## src/hw/rtl/pstb_pkg.sv

```systemverilog
`timescale 1ns / 1ps

package pstb_pkg;

	localparam int ID_W   = 4;
	localparam int DATA_W = 32;

	typedef enum logic [1:0] {
		OP_TICK  = 2'd0,
		OP_START = 2'd1,
		OP_STOP  = 2'd2,
		OP_TAKE  = 2'd3
	} op_t;

	typedef enum logic [2:0] {
		ST_IDLE,
		ST_READ,
		ST_LOAD,
		ST_STEP,
		ST_DONE
	} state_t;

	typedef struct packed {
		logic              active;
		logic [DATA_W-1:0] period;
		logic [DATA_W-1:0] deadline;
		logic [DATA_W-1:0] pending;
	} slot_t;

	// due when (now - deadline) is non-negative as a signed value
	function automatic logic slot_due(input logic [DATA_W-1:0] now,
			input logic [DATA_W-1:0] deadline);
		logic [DATA_W-1:0] diff;
		diff = now - deadline;
		return ~diff[DATA_W-1];
	endfunction

	function automatic logic [DATA_W-1:0] sat_inc(input logic [DATA_W-1:0] val);
		return (&val) ? val : val + DATA_W'(1);
	endfunction

endpackage

```

## src/hw/rtl/pstb_ram.sv

```systemverilog
`timescale 1ns / 1ps

module pstb_ram #(
	parameter int WIDTH = 8,
	parameter int DEPTH = 8,
	localparam int AW = (DEPTH > 1) ? $clog2(DEPTH) : 1
) (
	input  logic             clk,
	input  logic             we,
	input  logic [AW-1:0]    waddr,
	input  logic [WIDTH-1:0] wdata,
	input  logic             re,
	input  logic [AW-1:0]    raddr,
	output logic [WIDTH-1:0] rdata
);

	logic [WIDTH-1:0] mem [DEPTH];

	always_ff @(posedge clk) begin
		if (we) begin
			mem[waddr] <= wdata;
		end
		if (re) begin
			rdata <= mem[raddr];
		end
	end

endmodule

```

## src/hw/rtl/periodic_soft_timer_bank.sv

```systemverilog
`timescale 1ns / 1ps

// Bank of NUM_TIMERS periodic millisecond timers. A tick advances the free-running
// millisecond count and then walks every slot of the slot table through its memory,
// which has one read and one write port: each slot costs a read, a load, one catch-up
// step for each period that has come due (at most CATCHUP_MAX per slot, 256 steps in
// all at the defaults) and a write-back of the slot into the table. One item is worked
// on at a time; a finished result sits in the output register and the next item can
// be accepted while it waits. Start with a zero period, and start, stop or take with
// an id of NUM_TIMERS or more, return status 1 and change nothing. Every result
// carries the millisecond count as it stands after the item.
module periodic_soft_timer_bank
	import pstb_pkg::*;
#(
	parameter int NUM_TIMERS  = 8,
	parameter int CATCHUP_MAX = 32
) (
	input  logic              clk,
	input  logic              arst_n,
	input  logic              in_valid,
	output logic              in_ready,
	input  logic [1:0]        func,
	input  logic [ID_W-1:0]   timer_id,
	input  logic [DATA_W-1:0] period,
	output logic              out_valid,
	input  logic              out_ready,
	output logic [DATA_W-1:0] taken_count,
	output logic              status,
	output logic [DATA_W-1:0] now_ms
);

	localparam int AW = (NUM_TIMERS > 1) ? $clog2(NUM_TIMERS) : 1;
	localparam int SW = $clog2(CATCHUP_MAX + 1);
	localparam int SLOT_W = $bits(slot_t);

	state_t state_q, state_d;
	op_t op_q;
	op_t in_op;
	logic [AW-1:0] idx_q;
	logic [DATA_W-1:0] millis_q;
	slot_t wk_slot_q;
	logic [SW-1:0] step_q;
	logic [NUM_TIMERS-1:0] valid_q;
	logic rd_valid_s1;
	logic [DATA_W-1:0] res_taken_q;
	logic res_status_q;
	logic out_valid_q;
	logic [DATA_W-1:0] out_taken_q;
	logic out_status_q;
	logic [DATA_W-1:0] out_now_q;

	logic in_xfer, id_ok, due, can_step, snap, last_slot, out_free;
	slot_t rd_slot, wr_slot;
	logic ram_we, ram_re;
	logic [AW-1:0] ram_waddr, ram_raddr;
	logic [SLOT_W-1:0] ram_rdata;

	pstb_ram #(
		.WIDTH(SLOT_W),
		.DEPTH(NUM_TIMERS)
	) u_slot_ram (
		.clk  (clk),
		.we   (ram_we),
		.waddr(ram_waddr),
		.wdata(wr_slot),
		.re   (ram_re),
		.raddr(ram_raddr),
		.rdata(ram_rdata)
	);

	assign in_ready  = (state_q == ST_IDLE);
	assign in_xfer   = in_valid && in_ready;
	assign in_op     = op_t'(func);
	assign id_ok     = ({1'b0, timer_id} < (ID_W + 1)'(NUM_TIMERS));
	assign out_free  = !out_valid_q || out_ready;
	assign last_slot = (idx_q == AW'(NUM_TIMERS - 1));

	// never-written entries read as all zeros
	assign rd_slot = rd_valid_s1 ? slot_t'(ram_rdata) : '0;

	assign due      = slot_due(millis_q, wk_slot_q.deadline);
	assign can_step = wk_slot_q.active && (wk_slot_q.period != '0) && due
		&& (step_q < SW'(CATCHUP_MAX));
	assign snap     = (step_q == SW'(CATCHUP_MAX)) && due;

	always_comb begin
		state_d   = state_q;
		ram_we    = 1'b0;
		ram_waddr = idx_q;
		ram_re    = 1'b0;
		ram_raddr = idx_q;
		wr_slot   = wk_slot_q;
		case (state_q)
			ST_IDLE: begin
				if (in_xfer) begin
					case (in_op)
						OP_TICK: state_d = ST_READ;
						OP_START: begin
							if (id_ok && (period != '0)) begin
								ram_we           = 1'b1;
								ram_waddr        = timer_id[AW-1:0];
								wr_slot.active   = 1'b1;
								wr_slot.period   = period;
								wr_slot.deadline = millis_q + period;
								wr_slot.pending  = '0;
							end
							state_d = ST_DONE;
						end
						default: state_d = id_ok ? ST_READ : ST_DONE;
					endcase
				end
			end
			ST_READ: begin
				ram_re  = 1'b1;
				state_d = ST_LOAD;
			end
			ST_LOAD: begin
				if (op_q == OP_TICK) begin
					state_d = ST_STEP;
				end else begin
					ram_we          = 1'b1;
					wr_slot         = rd_slot;
					wr_slot.pending = '0;
					if (op_q == OP_STOP) begin
						wr_slot.active = 1'b0;
					end
					state_d = ST_DONE;
				end
			end
			ST_STEP: begin
				if (!can_step) begin
					ram_we = 1'b1;
					if (snap) begin
						wr_slot.deadline = millis_q + wk_slot_q.period;
					end
					state_d = last_slot ? ST_DONE : ST_READ;
				end
			end
			ST_DONE: begin
				if (out_free) begin
					state_d = ST_IDLE;
				end
			end
			default: state_d = ST_IDLE;
		endcase
	end

	always_ff @(posedge clk or negedge arst_n) begin
		if (!arst_n) begin
			state_q     <= ST_IDLE;
			millis_q    <= '0;
			valid_q     <= '0;
			out_valid_q <= 1'b0;
		end else begin
			state_q <= state_d;
			if (in_xfer && (in_op == OP_TICK)) begin
				millis_q <= millis_q + DATA_W'(1);
			end
			if (ram_we) begin
				valid_q[ram_waddr] <= 1'b1;
			end
			if (state_q == ST_DONE && out_free) begin
				out_valid_q <= 1'b1;
			end else if (out_ready) begin
				out_valid_q <= 1'b0;
			end
		end
	end

	always_ff @(posedge clk) begin
		if (in_xfer) begin
			op_q         <= in_op;
			res_taken_q  <= '0;
			res_status_q <= ((in_op != OP_TICK) && !id_ok)
				|| ((in_op == OP_START) && (period == '0));
			idx_q        <= (in_op == OP_TICK) ? '0 : timer_id[AW-1:0];
		end
		if (ram_re) begin
			rd_valid_s1 <= valid_q[ram_raddr];
		end
		if (state_q == ST_LOAD) begin
			wk_slot_q <= rd_slot;
			step_q    <= '0;
			if (op_q == OP_TAKE) begin
				res_taken_q <= rd_slot.pending;
			end
		end
		if (state_q == ST_STEP) begin
			if (can_step) begin
				wk_slot_q.deadline <= wk_slot_q.deadline + wk_slot_q.period;
				wk_slot_q.pending  <= sat_inc(wk_slot_q.pending);
				step_q             <= step_q + SW'(1);
			end else begin
				idx_q <= idx_q + AW'(1);
			end
		end
		if (state_q == ST_DONE && out_free) begin
			out_taken_q  <= res_taken_q;
			out_status_q <= res_status_q;
			out_now_q    <= millis_q;
		end
	end

	assign out_valid   = out_valid_q;
	assign taken_count = out_taken_q;
	assign status      = out_status_q;
	assign now_ms      = out_now_q;

endmodule
```

## config.mk

```make
export PLATFORM = sky130hd
export DESIGN_NAME = periodic_soft_timer_bank
export DESIGN_NICKNAME = d
export VERILOG_FILES = /design/src/hw/rtl/pstb_pkg.sv /design/src/hw/rtl/pstb_ram.sv /design/src/hw/rtl/periodic_soft_timer_bank.sv
export SDC_FILE = /design/constraint.sdc
export NUM_CORES = 2
export LEC_CHECK = 0
export BUFFER_PORTS_ARGS = -buffer_cell sky130_fd_sc_hd__buf_4
export CELL_PAD_IN_SITES_DETAIL_PLACEMENT = 1
export CELL_PAD_IN_SITES_GLOBAL_PLACEMENT = 1
export CORE_UTILIZATION = 51
export DETAILED_ROUTE_END_ITERATION = 8
export GPL_TIMING_DRIVEN = 0
export PLACE_DENSITY = 0.8
export SYNTH_ARGS = -nofsm -noshare
export SYNTH_HDL_FRONTEND = slang
export SYNTH_SLANG_ARGS = --single-unit
```

## constraint.sdc

```tcl
create_clock -name clk -period 14.4 [get_ports clk]
set_clock_uncertainty 0.15 [all_clocks]
set_input_delay 1.44 -clock clk [delete_from_list [all_inputs] [get_ports clk]]
set_output_delay 1.44 -clock clk [all_outputs]
set_load 0.01 [all_outputs]
```

==> run_results.csv <==
group,metric,value,unit
outcome,status,"complete, no violations",
synthesis,synth_area_leader_cell,"sky130_fd_sc_hd__edfxtp_1",
floorplanning,core.rowCount,114,
clock_tree,cts.hold.buffers_added,0,
route,wire_length_on_met3,15.3,mm
clock_tree,cts_resized,0,
flow_run,max_capacitance_violation_total,0,
synthesis,seq_cells_post_synth,1124,
sta,period_needed,6.22,ns
route,wl_met1,65.0,mm
clock_tree,cts.htree.levels,3,
clock_tree,clkTransAtPathRegs,0.06,ns
route,met2WireLength,77.5,mm
cells_and_area,area_growth,15.2,%
route,drt_pre_antenna_iters,5,
place,detailedPlacementHpwl,116,mm
sta,timing.slew.headroom,3.03,%
floorplanning,fp.dieW,314,um
route,remaining_drc_errors,0,
global_route,vias_in_the_first_global_route,33700,
power_and_ir_drop,total_power,12700,uW
place,io_buffers,108,
critical_path,worstSetupStartpointType,"input pin",
synthesis,average_size_of_a_mapped_cell,15.4,um2
clock_tree,clkSinkCount,1124,
cells_and_area,layout-drive-gt1-share,19.8,%
global_route,globalRouteTotalUtil,33.9,%
route,route.final.wire_length,166,mm
synthesis,largest_cells_by_area_after_synthesis,"sky130_fd_sc_hd__edfxtp_1 61%, sky130_fd_sc_hd__mux4_2 8.9%, sky130_fd_sc_hd__ha_1 3.3%",
synthesis,synth.top_cell.area_share,61.0,%
clock_tree,cts_tree,"done",
route,wl_per_cell,34.0,um
min_path,worstHoldPathType,"register to register",
place,gp_congestion,0.978,
clock_tree,maximum_buffer_depth_of_the_clock_tree,3,
clock_tree,ctsRootBufferMaster,"sky130_fd_sc_hd__clkbuf_16",
route,top_layer,"met5",
synthesis,cell_types_with_the_highest_counts_after_synthesis,"1007 x sky130_fd_sc_hd__edfxtp_1, 237 x sky130_fd_sc_hd__nand2_1, 196 x sky130_fd_sc_hd__mux4_2, 146 x sky130_fd_sc_hd__a21oi_1, 131 x sky130_fd_sc_hd__nor2_1",
sta,setup_total_negative_slack,0,ns
floorplanning,fp.dieArea,98500,um2
critical_path,critPathMaxFanout,10,
cells_and_area,nets,3687,
clock_tree,insertion_delay,0.74,ns
floorplanning,core_area,96600,um2
sta,report.final.slew_viol_count,0,
critical_path,cp.required,14.52,ns
power_and_ir_drop,p_per_area,222,nW/um2
route,number_of_routed_nets_with_antenna_violations,0,
synthesis,synth-warning-count,0,
route,iteration_0_drc_count_of_the_detailed_router,4449,
synthesis,synth_edf_count,1007,
global_route,antenna_found_initial,10,
critical_path,arrival,6.34,ns
critical_path,timing_worst_setup_path_type,"input pin to register",
power_and_ir_drop,max-vdd-ir-drop,146,uV
synthesis,synthFlopType,"sky130_fd_sc_hd__edfxtp_1",
global_route,grt_first_pass_wirelength,238,mm
route,routed_via_density,6.71,
synthesis,synth_async_reset_ratio,3.91,%
synthesis,synth_seq_area_share,66.1,%
floorplanning,die_y,314,um
floorplanning,initial_utilization,51.4,%
sta,fmax,161,MHz
floorplanning,top_level_ports,109,
critical_path,setup.worst_path.end_class,"register",
synthesis,netlist_instances,3225,
sta,worst_slew_pin_slew,1.45,ns
global_route,globalRoute.totalOverflow,0,
sta,timing.final.hold_violations,0,
synthesis,synth_cell_types,87,
route,num_vias,32800,
synthesis,syn_area,49600,um2
clock_tree,cts_setup_buffers,0,
clock_tree,clock_buffers_created_by_tritoncts,112,
synthesis,yosys.cell_count.top_type,"sky130_fd_sc_hd__edfxtp_1",
power_and_ir_drop,leakagePower,0.0201,uW
sta,period_utilisation_layout,43.2,%
global_route,grt_start_max_net_pins,45,
synthesis,syn_nets,3399,
sta,setup_repair_after_global_routing_missed_its_margin,"false",
sta,finalSetupViolCount,0,
## sequential cells by signal (all words and copies together), names as in the netlist
signal	flops
u_slot_ram.mem	776
u_slot_ram.rdata	97
wk_slot_q	97
millis_q	32
now_ms	32
res_taken_q	32
taken_count	32
valid_q	8
step_q	6
idx_q	3
state_q	3
op_q	2
out_valid	1
rd_valid_s1	1
res_status_q	1
status	1
## worst paths after layout
check | startpoint | endpoint | slack (ns) | cells past startpoint
worst min register to register | res_taken_q[18] | taken_count[18] | 0.29 | 0
worst min-delay path | res_taken_q[18] | taken_count[18] | 0.29 | 0
worst max register to register | millis_q[16] | u_slot_ram.mem[5][61] | 8.63 | 10
max in group asynchronous | arst_n | state_q[2] | 12.92 | 1
worst max-delay path | period[7] | u_slot_ram.mem[5][61] | 8.18 | 10
min in group asynchronous | arst_n | millis_q[30] | 0.63 | 1
## logic make-up after synthesis
kind of cell    synth area share [%]
compound gates                  8.64
fa+ha+maj                       3.37
buf+inv                         1.75
mux                             11.4
xor+xnor                        1.96
flops                           66.1
simple gates                    6.79
## metrics by stage
stage	hold slack [ns]	worst slack, ns	std cells	cell area, um2	utilization [%]
after floorplan	0.250	3.61	3225	49600	-
after global placement	0.266	-6.14	4609	52000	53.9
after detailed placement	0.272	7.76	4674	53200	55.1
after CTS	0.288	8.36	4886	57100	59.2
after global routing	0.300	8.17	4887	57100	59.2
final	0.287	8.18	4893	57100	59.2
## routing by layer
metal	up-vias	GRT usage [%]
met5	-	0
li1	13400	-
met3	456	6.59
met4	10	15.9
met2	1916	53.1
met1	17100	46.0
## layout make-up
type / instances / area (um2)
Antenna cell: 6 / 15.0
Buffer: 146 / 569
Clock buffer: 135 / 3050
Clock inverter: 77 / 888
Fill cell: 8871 / 39400
Inverter: 80 / 300
Multi-Input combinational cell: 1875 / 16000
Sequential cell: 1124 / 32800
Tap cell: 1276 / 1600
Timing Repair Buffer: 174 / 1910
## report_power, final
group | internal [uW] | leakage, uW | switching, uW | total [uW]
Combinational | 1540 | 0.00772 | 2720 | 4260
Clock | 1790 | 0.00191 | 1330 | 3130
Sequential | 4900 | 0.0105 | 415 | 5310
Total | 8230 | 0.0201 | 4470 | 12700
## worst max-delay path, stage by stage
cell                       delay [ns]
sky130_fd_sc_hd__buf_4           0.18
sky130_fd_sc_hd__nor4_1          0.76
sky130_fd_sc_hd__nand4_1         0.31
sky130_fd_sc_hd__o211ai_1        0.58
sky130_fd_sc_hd__or2_2           0.29
sky130_fd_sc_hd__clkbuf_1        0.91
sky130_fd_sc_hd__clkbuf_1        0.88
sky130_fd_sc_hd__o22ai_1         0.21
sky130_fd_sc_hd__a221oi_1        0.25
sky130_fd_sc_hd__o21ai_0         0.50
## layout by cell type (no fill, tap or decap), types with 14 or more instances in the layout
master	count
sky130_fd_sc_hd__clkbuf_1	116
sky130_fd_sc_hd__edfxtp_1	1007
sky130_fd_sc_hd__nand4_1	25
sky130_fd_sc_hd__o21ai_0	116
sky130_fd_sc_hd__nand2_1	237
sky130_fd_sc_hd__a21oi_1	146
sky130_fd_sc_hd__a31oi_1	29
sky130_fd_sc_hd__buf_2	15
sky130_fd_sc_hd__xor2_1	43
sky130_fd_sc_hd__xnor2_1	68
sky130_fd_sc_hd__mux2_2	99
sky130_fd_sc_hd__ha_1	129
sky130_fd_sc_hd__buf_1	26
sky130_fd_sc_hd__bufinv_16	15
sky130_fd_sc_hd__nor4_1	20
sky130_fd_sc_hd__a311oi_1	20
sky130_fd_sc_hd__a21o_1	61
sky130_fd_sc_hd__o21bai_1	14
sky130_fd_sc_hd__clkinv_1	17
sky130_fd_sc_hd__and2_1	77
sky130_fd_sc_hd__buf_6	19
sky130_fd_sc_hd__clkbuf_16	117
sky130_fd_sc_hd__a22oi_1	34
sky130_fd_sc_hd__buf_8	23
sky130_fd_sc_hd__mux4_2	196
sky130_fd_sc_hd__a211oi_1	35
sky130_fd_sc_hd__nand3_1	72
sky130_fd_sc_hd__nor2_1	128
sky130_fd_sc_hd__and3_1	26
sky130_fd_sc_hd__o21a_1	15
sky130_fd_sc_hd__nor3_1	29
sky130_fd_sc_hd__a22o_1	32
sky130_fd_sc_hd__inv_1	79
sky130_fd_sc_hd__dfxtp_1	73
sky130_fd_sc_hd__buf_4	109
sky130_fd_sc_hd__clkinv_2	20
sky130_fd_sc_hd__dfrtp_1	44
sky130_fd_sc_hd__o22ai_1	14
(Power assumes the default switching activity.)
